$ cat src/sv/assert_macros.svh
// assertion macros used by the rtl top level
`ifndef ASSERT_MACROS_SVH
`define ASSERT_MACROS_SVH
`ifndef SYNTH
`define CHECK_IMP(label, pre, post) \
   label: assert property (@(posedge clock) disable iff (reset) (pre) |-> (post)) \
      else $error("same-cycle check failed");
`define CHECK_NEXT(label, pre, post) \
   label: assert property (@(posedge clock) disable iff (reset) (pre) |=> (post)) \
      else $error("next-cycle check failed");
`else
`define CHECK_IMP(label, pre, post)
`define CHECK_NEXT(label, pre, post)
`endif
`endif

$ cat src/sv/stup_pkg.sv
// types, constants and helper functions of the string to integer parser
package stup_pkg;

   localparam int ConsumedWidth = 13;
   localparam int ValueWidth    = 64;
   localparam int BaseWidth     = 6;

   localparam logic [7:0] ChMinus   = 8'h2d;
   localparam logic [7:0] ChPlus    = 8'h2b;
   localparam logic [7:0] ChZero    = 8'h30;
   localparam logic [7:0] ChNine    = 8'h39;
   localparam logic [7:0] ChLowX    = 8'h78;
   localparam logic [7:0] ChUpX     = 8'h58;
   localparam logic [7:0] ChUpA     = 8'h41;
   localparam logic [7:0] ChUpZ     = 8'h5a;
   localparam logic [7:0] ChLowA    = 8'h61;
   localparam logic [7:0] ChLowZ    = 8'h7a;
   localparam logic [7:0] ChSpace   = 8'h20;
   localparam logic [7:0] ChTab     = 8'h09;
   localparam logic [7:0] ChCr      = 8'h0d;

   localparam logic [BaseWidth-1:0] BaseDetect = 6'd0;
   localparam logic [BaseWidth-1:0] BaseOne    = 6'd1;
   localparam logic [BaseWidth-1:0] BaseMin    = 6'd2;
   localparam logic [BaseWidth-1:0] BaseOct    = 6'd8;
   localparam logic [BaseWidth-1:0] BaseDec    = 6'd10;
   localparam logic [BaseWidth-1:0] BaseHex    = 6'd16;
   localparam logic [BaseWidth-1:0] BaseMax    = 6'd36;
   localparam logic [BaseWidth-1:0] NoDigit    = 6'd63;
   localparam logic [BaseWidth-1:0] LetterBias = 6'd10;

   typedef enum logic [5:0] {
      PH_WS    = 6'b000001,
      PH_FIRST = 6'b000010,
      PH_ZERO  = 6'b000100,
      PH_X     = 6'b001000,
      PH_DIG   = 6'b010000,
      PH_DONE  = 6'b100000
   } phase_type;

   typedef struct packed {
      logic [7:0] ch;
      logic       last;
   } req_type;

   typedef struct packed {
      logic [ValueWidth-1:0]    value;
      logic                     range_error;
      logic [ConsumedWidth-1:0] consumed;
   } rsp_type;

   typedef struct packed {
      phase_type             phase;
      logic [ValueWidth-1:0] acc;
      logic                  minus_seen;
      logic                  overflowed;
      logic [BaseWidth-1:0]  base_in_use;
   } parse_state_type;

   localparam parse_state_type IdleState = '{
      phase:       PH_WS,
      acc:         '0,
      minus_seen:  1'b0,
      overflowed:  1'b0,
      base_in_use: BaseDetect
   };

   function automatic logic [BaseWidth-1:0] digit_value(input logic [7:0] c);
      logic [BaseWidth-1:0] d;
      d = NoDigit;
      if (c >= ChZero && c <= ChNine) begin
         d = BaseWidth'(c - ChZero);
      end else if (c >= ChUpA && c <= ChUpZ) begin
         d = BaseWidth'(c - ChUpA) + LetterBias;
      end else if (c >= ChLowA && c <= ChLowZ) begin
         d = BaseWidth'(c - ChLowA) + LetterBias;
      end
      return d;
   endfunction

   function automatic logic is_space(input logic [7:0] c);
      return (c == ChSpace) || (c >= ChTab && c <= ChCr);
   endfunction

endpackage

$ cat src/sv/string_to_unsigned_integer_parser.sv
// top level of the string to unsigned 64-bit integer parser
// Characters of one string arrive on the req_ channel, one per request, and
// req_payload.last marks the final one. csr_data sets the number base (0 to
// detect from a prefix, 2 to 36); it is taken up on the first character of
// each string. The user must write it only while no string is in flight;
// the block itself does not enforce this. Each accepted character is held
// in a request register; from there the parse step updates the string
// state and, for the final character, loads the result register that
// drives rsp_: the request register loads at the accepting edge, the result
// register at the edge on which that final character advances.
// One character is taken every cycle while req_stall is low: the only loop
// is the multiply-add of the accumulator by the base.
// While a result waits under rsp_stall, characters of the next string keep
// flowing; only a further final character waits in the request register, and
// req_stall is then raised until the result register frees.
// A synchronous reset empties both registers, clears the string state and
// sets the base back to detection.
`include "assert_macros.svh"

module string_to_unsigned_integer_parser #(
   parameter int MAX_LEN = 4096
) (
   input  logic                           clock,
   input  logic                           reset,
   input  logic                           req_valid,
   output logic                           req_stall,
   input  stup_pkg::req_type              req_payload,
   output logic                           rsp_valid,
   input  logic                           rsp_stall,
   output stup_pkg::rsp_type              rsp_payload,
   input  logic                           csr_write,
   input  logic [stup_pkg::BaseWidth-1:0] csr_data
);

   localparam int CW = $clog2(MAX_LEN + 1);

   stup_pkg::req_type               in_ff,       in_in;
   logic                            in_valid_ff, in_valid_in;
   stup_pkg::parse_state_type       st_ff,       st_in;
   logic [CW-1:0]                   cnt_ff,      cnt_in;
   logic [CW-1:0]                   nend_ff,     nend_in;
   logic [stup_pkg::BaseWidth-1:0]  base_ff,     base_in;
   stup_pkg::rsp_type               rsp_ff,      rsp_in;
   logic                            rsp_valid_ff, rsp_valid_in;

   stup_pkg::parse_state_type       step_state;
   logic [CW-1:0]                   step_count;
   logic [CW-1:0]                   step_end;
   stup_pkg::rsp_type               step_result;
   logic                            out_free;
   logic                            advance;
   logic                            take;

   stup_step #(
      .MAX_LEN (MAX_LEN)
   ) u_step (
      .cur_state  (st_ff),
      .cur_count  (cnt_ff),
      .cur_end    (nend_ff),
      .cfg_base   (base_ff),
      .req        (in_ff),
      .next_state (step_state),
      .next_count (step_count),
      .next_end   (step_end),
      .result     (step_result)
   );

   assign out_free  = !rsp_valid_ff || !rsp_stall;
   assign advance   = in_valid_ff && (!in_ff.last || out_free);
   assign req_stall = in_valid_ff && !advance;
   assign take      = req_valid && !req_stall;

   always_comb begin
      in_valid_in  = take || (in_valid_ff && !advance);
      in_in        = take ? req_payload : in_ff;
      st_in        = advance ? step_state : st_ff;
      cnt_in       = advance ? step_count : cnt_ff;
      nend_in      = advance ? step_end : nend_ff;
      base_in      = csr_write ? csr_data : base_ff;
      rsp_valid_in = (advance && in_ff.last) || (rsp_valid_ff && rsp_stall);
      rsp_in       = (advance && in_ff.last) ? step_result : rsp_ff;
   end

   always_ff @(posedge clock) begin
      if (reset) begin
         in_valid_ff  <= 1'b0;
         rsp_valid_ff <= 1'b0;
         st_ff        <= stup_pkg::IdleState;
         cnt_ff       <= '0;
         nend_ff      <= '0;
         base_ff      <= stup_pkg::BaseDetect;
      end else begin
         in_valid_ff  <= in_valid_in;
         rsp_valid_ff <= rsp_valid_in;
         st_ff        <= st_in;
         cnt_ff       <= cnt_in;
         nend_ff      <= nend_in;
         base_ff      <= base_in;
      end
   end

   always_ff @(posedge clock) begin
      in_ff  <= in_in;
      rsp_ff <= rsp_in;
   end

   assign rsp_valid   = rsp_valid_ff;
   assign rsp_payload = rsp_ff;

   `CHECK_IMP(a_range_saturates, rsp_valid_ff && rsp_ff.range_error, &rsp_ff.value)
   `CHECK_IMP(a_stall_only_on_full_out, req_stall,
              in_valid_ff && in_ff.last && rsp_valid_ff && rsp_stall)
   `CHECK_NEXT(a_string_closes, advance && in_ff.last,
               cnt_ff == '0 && nend_ff == '0 && st_ff.phase == stup_pkg::PH_WS)
   `CHECK_IMP(a_end_within_count, 1'b1, nend_ff <= cnt_ff)

endmodule

$ cat src/sv/stup_step.sv
// per-character parse step: next string state and the result of a closing character
module stup_step #(
   parameter int MAX_LEN = 4096
) (
   input  stup_pkg::parse_state_type           cur_state,
   input  logic [$clog2(MAX_LEN+1)-1:0]         cur_count,
   input  logic [$clog2(MAX_LEN+1)-1:0]         cur_end,
   input  logic [stup_pkg::BaseWidth-1:0]       cfg_base,
   input  stup_pkg::req_type                    req,
   output stup_pkg::parse_state_type           next_state,
   output logic [$clog2(MAX_LEN+1)-1:0]         next_count,
   output logic [$clog2(MAX_LEN+1)-1:0]         next_end,
   output stup_pkg::rsp_type                    result
);

   localparam int CW = $clog2(MAX_LEN + 1);
   localparam int EW = (CW > stup_pkg::ConsumedWidth) ? CW : stup_pkg::ConsumedWidth;
   localparam int PW = stup_pkg::ValueWidth + stup_pkg::BaseWidth + 1;

   stup_pkg::parse_state_type st;
   logic [CW-1:0]                   cnt;
   logic [CW-1:0]                   nend;
   logic                            proc;
   logic                            take;
   logic [stup_pkg::BaseWidth-1:0]  dig;
   logic [PW-1:0]                   prod;
   logic [EW-1:0]                   end_ext;

   always_comb begin
      st   = cur_state;
      nend = cur_end;
      proc = 1'b0;
      take = 1'b0;
      dig  = stup_pkg::digit_value(req.ch);
      prod = '0;

      // first character of a string latches the base
      if (cur_count == '0) begin
         st.base_in_use = cfg_base;
         st.phase = (cfg_base == stup_pkg::BaseOne || cfg_base > stup_pkg::BaseMax) ?
                    stup_pkg::PH_DONE : stup_pkg::PH_WS;
      end
      cnt = (cur_count < CW'(MAX_LEN)) ? cur_count + CW'(1) : cur_count;

      case (st.phase)
         stup_pkg::PH_WS: begin
            if (stup_pkg::is_space(req.ch)) begin
               st.phase = stup_pkg::PH_WS;
            end else if (req.ch == stup_pkg::ChMinus) begin
               st.minus_seen = 1'b1;
               st.phase = stup_pkg::PH_FIRST;
            end else if (req.ch == stup_pkg::ChPlus) begin
               st.phase = stup_pkg::PH_FIRST;
            end else begin
               st.phase = stup_pkg::PH_FIRST;
               proc = 1'b1;
            end
         end
         stup_pkg::PH_FIRST, stup_pkg::PH_ZERO, stup_pkg::PH_X, stup_pkg::PH_DIG: begin
            proc = 1'b1;
         end
         default: begin
            proc = 1'b0;
         end
      endcase

      if (proc) begin
         case (st.phase)
            stup_pkg::PH_FIRST: begin
               if (req.ch == stup_pkg::ChZero && (st.base_in_use == stup_pkg::BaseDetect ||
                   st.base_in_use == stup_pkg::BaseHex)) begin
                  st.acc = '0;
                  nend = cnt;
                  st.phase = stup_pkg::PH_ZERO;
               end else begin
                  if (st.base_in_use == stup_pkg::BaseDetect) begin
                     st.base_in_use = stup_pkg::BaseDec;
                  end
                  take = 1'b1;
               end
            end
            stup_pkg::PH_ZERO: begin
               if (req.ch == stup_pkg::ChLowX || req.ch == stup_pkg::ChUpX) begin
                  st.base_in_use = stup_pkg::BaseHex;
                  st.phase = stup_pkg::PH_X;
               end else begin
                  st.base_in_use = (st.base_in_use == stup_pkg::BaseDetect) ?
                                   stup_pkg::BaseOct : stup_pkg::BaseHex;
                  take = 1'b1;
               end
            end
            stup_pkg::PH_X, stup_pkg::PH_DIG: begin
               take = 1'b1;
            end
            default: begin
               take = 1'b0;
            end
         endcase
      end

      // multiply-add by the base; carry out of 64 bits is overflow
      if (take) begin
         if (dig >= st.base_in_use || st.base_in_use < stup_pkg::BaseMin) begin
            st.phase = stup_pkg::PH_DONE;
         end else begin
            prod = PW'(st.acc) * PW'(st.base_in_use) + PW'(dig);
            if (!st.overflowed) begin
               if (prod[PW-1:stup_pkg::ValueWidth] != '0) begin
                  st.overflowed = 1'b1;
               end else begin
                  st.acc = prod[stup_pkg::ValueWidth-1:0];
               end
            end
            nend = cnt;
            st.phase = stup_pkg::PH_DIG;
         end
      end

      end_ext = EW'(nend);
      result.range_error = st.overflowed;
      result.consumed    = end_ext[stup_pkg::ConsumedWidth-1:0];
      if (st.overflowed) begin
         result.value = '1;
      end else if (st.minus_seen) begin
         result.value = '0 - st.acc;
      end else begin
         result.value = st.acc;
      end

      // closing character returns the string state to idle
      if (req.last) begin
         next_state = stup_pkg::IdleState;
         next_count = '0;
         next_end   = '0;
      end else begin
         next_state = st;
         next_count = cnt;
         next_end   = nend;
      end
   end

endmodule

$ cat config.mk
export PLATFORM = sky130hd
export DESIGN_NAME = string_to_unsigned_integer_parser
export DESIGN_NICKNAME = d
export VERILOG_FILES = /design/src/sv/stup_pkg.sv /design/src/sv/string_to_unsigned_integer_parser.sv /design/src/sv/stup_step.sv
export VERILOG_INCLUDE_DIRS = /design/src /design/src/sv
export SDC_FILE = /design/constraint.sdc
export NUM_CORES = 1
export LEC_CHECK = 0
export CELL_PAD_IN_SITES_DETAIL_PLACEMENT = 1
export CELL_PAD_IN_SITES_GLOBAL_PLACEMENT = 1
export CORE_MARGIN = 2
export CORE_UTILIZATION = 51
export DETAILED_ROUTE_END_ITERATION = 6
export DONT_BUFFER_PORTS = 1
export GPL_ROUTABILITY_DRIVEN = 1
export PLACE_DENSITY = 0.9
export SLEW_MARGIN = 25
export SYNTH_ARGS = -nofsm -noshare
export SYNTH_HDL_FRONTEND = slang
export SYNTH_SLANG_ARGS = --single-unit
$ cat constraint.sdc
create_clock -name clock -period 13.62 [get_ports clock]
set_clock_uncertainty 0.15 [all_clocks]
set_input_delay 1.362 -clock clock [delete_from_list [all_inputs] [get_ports clock]]
set_output_delay 1.362 -clock clock [all_outputs]
set_load 0.01 [all_outputs]
# After elaboration in Yosys (flattened, before gate mapping)
# Cells that the tools add are included.
totals:
  out_inout_bits: 80
  regBits: 199
op_classes:
  n_addsub: 8
  n_mul: 1
  n_eq_ne: 17
  n_mux: 49
  magnitude_cmp: 12
  reduce_logical: 29
ops:
  columns: ["operator", "n"]
  rows:
  - ["64-bit 2-to-1 mux", 5]
  - ["70-bit 2-to-1 mux", 3]
  - ["13-bit 2-to-1 mux", 8]
  - ["6-bit 2-to-1 mux", 13]
  - ["78-bit 2-to-1 mux", 1]
  - ["70-bit by 6-bit adder with 71-bit output", 1]
  - ["64-bit by 6-bit multiplier with 70-bit output", 1]
  - ["1-bit by 64-bit subtractor with 64-bit output, first input constant", 1]
  - ["8-bit by 6-bit equality test with 1-bit output, second input constant", 4]
  - ["6-bit case mux with 2 select lines", 2]
  - ["6-bit by 5-bit equality test with 1-bit output, second input constant", 3]
  - ["8-bit by 7-bit equality test with 1-bit output, second input constant", 2]
  - ["8-bit by 7-bit >= comparator with 1-bit output, second input constant", 2]
  - ["8-bit by 7-bit <= comparator with 1-bit output, second input constant", 2]
  - ["13-bit by 1-bit adder with 13-bit output, second input constant", 1]
  - ["13-bit zero test", 1]
  - ["13-bit less-than comparator, second input constant", 1]
  - ["1-bit 2-to-1 mux", 13]
  - ["6-bit by 4-bit adder with 6-bit output, second input constant", 2]
  - ["6-bit by 1-bit equality test with 1-bit output, second input constant", 2]
  - ["6-bit by 2-bit equality test with 1-bit output, second input constant", 2]
  - ["6-bit by 3-bit equality test with 1-bit output, second input constant", 2]
  - ["6-bit by 4-bit equality test with 1-bit output, second input constant", 2]
  - ["6-bit subtractor, second input constant", 2]
  - ["other kinds (19)", 40]

# Depth between registers and ports, before layout
logic_depth:
  word_depth: 18
  ltp_mapped: 46
  ltp_nobuf: 41

# Modules after synthesis
# A second synthesis with hierarchy kept.
unflattened:
  hier_cells: 3357
  hier_area_um2: 27624.0
by_module_without_submodules:
  columns: ["mod", "cells_each", "n_inst", "area_each_um2"]
  rows:
  - ["stup_step", 2787, 1, 20068.0]
  - ["string_to_unsigned_integer_parser", 570, 1, 7556.0]

# Worst setup path before layout
# Ideal clock, no wire load.
synth_path:
  path_kind: "reg-to-reg"
  startpoint: "register cnt_ff[0]"
  endpoint: "register rsp_ff, in the netlist rsp_payload[74], data pin"
  n_path_buf: 8
  path_stages_with_launch: 46
  t_arrival_ps: 10628
  path_slack_ps: 2588
  cell_sequence: "dfxtp_1 inv_1 ha_1 nor4b_1 and3_1 clkbuf_1 mux2i_1 nor2_1 a21boi_1 clkbuf_1 clkbuf_1 nor2_1 clkbuf_1 nand2_1 fa_1 fa_1 inv_1 fa_1 [10 not listed] mux2i_1 o21ai_4 nor4_2 buf_6 buf_2 buf_2 nor2_1 a21oi_1 ha_1 nand4_1 or3_1 clkbuf_1 or4_4 and4b_1 mux2i_1 a2111oi_0 o21bai_1 a21o_1"
synth_between:
  elab_chain_cells: 17
  elab_cells_between_ends: 49
synth_rtl:
  columns: ["item", "line", "text"]
  rows:
  - ["from (decl)", "string_to_unsigned_integer_parser.sv:40", "logic [CW-1:0] cnt_ff, cnt_in;"]
  - ["from (signal assigned)", "string_to_unsigned_integer_parser.sv:96", "cnt_ff <= cnt_in;"]
  - ["13-bit zero test *", "stup_step.sv:38", "if (cur_count == '0) begin"]
  - ["parallel branches: the longest is 16 deep, another holds 70-bit by 6-bit adder with 71-bit output", null, null]
  - ["to (signal assigned)", "string_to_unsigned_integer_parser.sv:104", "rsp_ff <= rsp_in;"]
  - ["to (decl)", "string_to_unsigned_integer_parser.sv:43", "stup_pkg::rsp_type rsp_ff, rsp_in;"]
# Every way passes the cells marked *.
# A chain may end at the register's enable or synchronous reset.

# Worst setup path in the final report
layout_path:
  startpoint: "register cnt_ff[2]"
  endpoint: "register rsp_ff, in the netlist rsp_payload[74], data pin"
# Same word-level chain as after synthesis.

==> flow_metrics.tcl <==
set metrics [dict create \
    status "finished, final reports clean" \
    dr_total_vias 25940 \
    worst_pin_slew_ns 1.113 \
    finalMaxSlewViolations 0 \
    synth_warnings 0 \
    cp_max_fo 15 \
    drt_first_pass_iters 7 \
    power_density_mw_per_mm2 52.77 \
    critPathArrivalTime_ns 13.26 \
    num-fill-cells 6207 \
    cp-end-kind "flip-flop" \
    groute.usage.overall_pct 39.84 \
    syn_inst 3236 \
    routed_wl_microns 107100 \
    core-area_sq_mm 0.05141 \
    row_count 83 \
    antenna_left 0 \
    drc 0 \
    cts_inserted_buffers 17 \
    layout_commonest_cell "nor2_1" \
    ys_seq_area_share_pct 18.26 \
    tritoncts "yes" \
    overflow 0 \
    initial_core_util_pct 51.71 \
    clock-sinks 199 \
    period_needed_ns 13.17 \
    synth_nets 3675 \
    layout_common_cells "nor2_1 (428), nand2_1 (349), fa_1 (252)" \
    hold_class "reg2reg" \
    synth_edf_count 87 \
    power_leakage_nw 12.30 \
    grt_pass1_wl_microns 164100 \
    grt_max_degree 112 \
    grt_pass1_vias 27340 \
    die_h_microns 232.3 \
    max_slew_margin_pct 25.24 \
    max_cap_violations 0 \
    drt_iter0_markers 2582 \
    htreeDepth 4 \
    post-route-period-util_pct 96.68 \
    dieArea_sq_mm 0.05396 \
    avgViaCountPerCell 6.854 \
    wl_per_cell_microns 28.29 \
    fin_nets 3530 \
    place_hpwl_microns 82700 \
    critPathRequiredTime_ns 13.72 \
    io_buffer_count 0 \
    startpoint_type "flip-flop" \
    finalHoldViolCount 0 \
    area_growth_pct 3.903 \
    synthArstFlopShare_pct 0 \
    cts_root_buf "clkbuf_16" \
    clockBufferDepth 2 \
    drive_gt1_share_pct 6.250 \
    cp_slowest_cell "nor4_4" \
    synth_top_area_share_pct 18.98 \
    netlist_area_sq_mm 0.02658 \
    setup_viol 0 \
    fmax_ghz 0.07594 \
    gp_congestion 1.037 \
    holdBufCountCts 0 \
    rsz0062_at_grt "no" \
    pin_count 100 \
    path_clk_slew_ns 0.09 \
    postLayoutCoreUtil_pct 53.72 \
    ys_types 112 \
    yosysTopAreaCell "fa_1" \
    max_stage_delay_ns 0.60 \
    ys_top_cells_by_area "fa_1 (19%), edfxtp_1 (9.8%), dfxtp_1 (8.4%), ha_1 (7.9%), nor2_1 (6.1%)" \
    synth_seq_cells 199 \
    ir_worst_vdd_uv 76.70 \
    worstSetupPathType "reg2reg" \
    antenna_found_initial 3 \
    synth_ff_type "dfxtp_1" \
    insertion_delay_ns 0.49 \
    chipWidth_microns 232.3 \
    tns_ns 0 \
    syn_area_per_cell_sq_um 8.214 \
]
[synthesized netlist by cell type (17+ instances only)]
| master | number |
|---|---|
| a21o_1 | 25 |
| a31oi_1 | 20 |
| nor4_1 | 19 |
| clkbuf_1 | 153 |
| nand4_1 | 50 |
| and3_1 | 29 |
| ha_1 | 167 |
| nor2_1 | 431 |
| xnor2_1 | 66 |
| fa_1 | 252 |
| nand2_1 | 351 |
| o21ai_0 | 146 |
| buf_2 | 27 |
| or3_1 | 39 |
| mux2_2 | 21 |
| and2_1 | 242 |
| nor3_1 | 80 |
| inv_1 | 130 |
| a22oi_1 | 66 |
| xor2_1 | 40 |
| o31ai_1 | 19 |
| edfxtp_1 | 87 |
| nand3_1 | 58 |
| a211oi_1 | 17 |
| dfxtp_1 | 112 |
| a21oi_1 | 195 |
| mux2i_1 | 52 |
[power breakdown]
| group | switching [W] | internal, W | leakage (nW) | total [W] |
|---|---|---|---|---|
| clock | 0.000301 | 0.000257 | 0.299 | 0.000558 |
| combinational | 0.000186 | 0.0000649 | 10.3 | 0.000251 |
| sequential | 0.0000148 | 0.000634 | 1.72 | 0.000649 |
| total | 0.000501 | 0.000956 | 12.3 | 0.00146 |
[registers in the layout, summed over array words and instances, names as in the netlist]
signal and cells:
nend_ff 13, in_valid_ff 1, cnt_ff 13, st_ff 78, base_ff 6, in_ff 9
rsp_valid 1, rsp_payload 78
[final timing paths]
check	depth (start not counted)	slack, ns	from	end
worst min-delay path	2	0.38	nend_ff[9]	nend_ff[9]
worst min register to register	2	0.38	nend_ff[9]	nend_ff[9]
worst max-delay path	35	0.45	cnt_ff[2]	rsp_payload[74]
worst max register to register	35	0.45	cnt_ff[2]	rsp_payload[74]
[metrics by stage]
step / std cells / hold WS [ns] / setup slack, ns / power (W) / area, sq um
floorplan: 3236 / 0.3176 / 2.588 / 0.0008205 / 26580
global placement: 3752 / 0.3367 / 0.3623 / 0.0008902 / 26980
detailed placement: 3752 / 0.3551 / 0.1842 / 0.0009011 / 26990
CTS: 3784 / 0.3784 / 0.1189 / 0.001446 / 27600
global route: 3784 / 0.4147 / 0.02804 / 0.001487 / 27610
finish: 3785 / 0.3825 / 0.4519 / 0.001457 / 27620
[per-layer routing]
layer / track usage, % / routed length [microns] / vias to the layer above
met5: 0 / 0 / -
met4: 20.55 / 5827 / 0
met3: 9.271 / 11010 / 378
met2: 64.08 / 49420 / 1592
met1: 49.84 / 40800 / 13010
li1: - / - / 10970
[repair_timing]
| action | 4_1_cts | 5_1_grt |
|---|---|---|
| setup endpoints to repair | 0 | 18 |
| buffers inserted | 0 | 0 |
| gates resized for setup | 0 | 3 |
[logic make-up (layout without fill, tap and decap cells)]
family / after synthesis / count (layout) / share of synthesized area (%)
AO/OA/AOI/OAI: 687 / 687 / 17.19
XOR/XNOR: 106 / 106 / 3.493
adder cells (fa/ha/maj): 419 / 419 / 26.84
buffers and inverters: 337 / 205 / 5.272
flip-flops: 199 / 199 / 18.26
multiplexers: 75 / 75 / 2.947
other: 0 / 1 / 0
AND/OR/NAND/NOR: 1413 / 1413 / 25.99
[cell type report]
| class | count | area (sq um) | area share, % |
|---|---|---|---|
| diodes | 1 | 2.502 | 0.009061 |
| clock buffers | 18 | 439.2 | 1.590 |
| clock inverters | 14 | 168.9 | 0.6116 |
| inverters | 131 | 491.7 | 1.781 |
| multi-input cells | 2700 | 20490 | 74.21 |
| flip-flops and latches | 199 | 4855 | 17.58 |
| well taps | 680 | 850.8 | 3.081 |
| repair buffers | 42 | 315.3 | 1.142 |
[critical path: cells and delay by family (launching register included)]
kind                     cells  cell delay (ns)
AO/OA/AOI/OAI               15             4.88
adder cells (fa/ha/maj)      6             2.57
buffers and inverters        2             0.73
flip-flops                   1             0.43
multiplexers                 1             0.24
AND/OR/NAND/NOR             11             3.89
No activity file was read; power rests on OpenSTA's default activity.
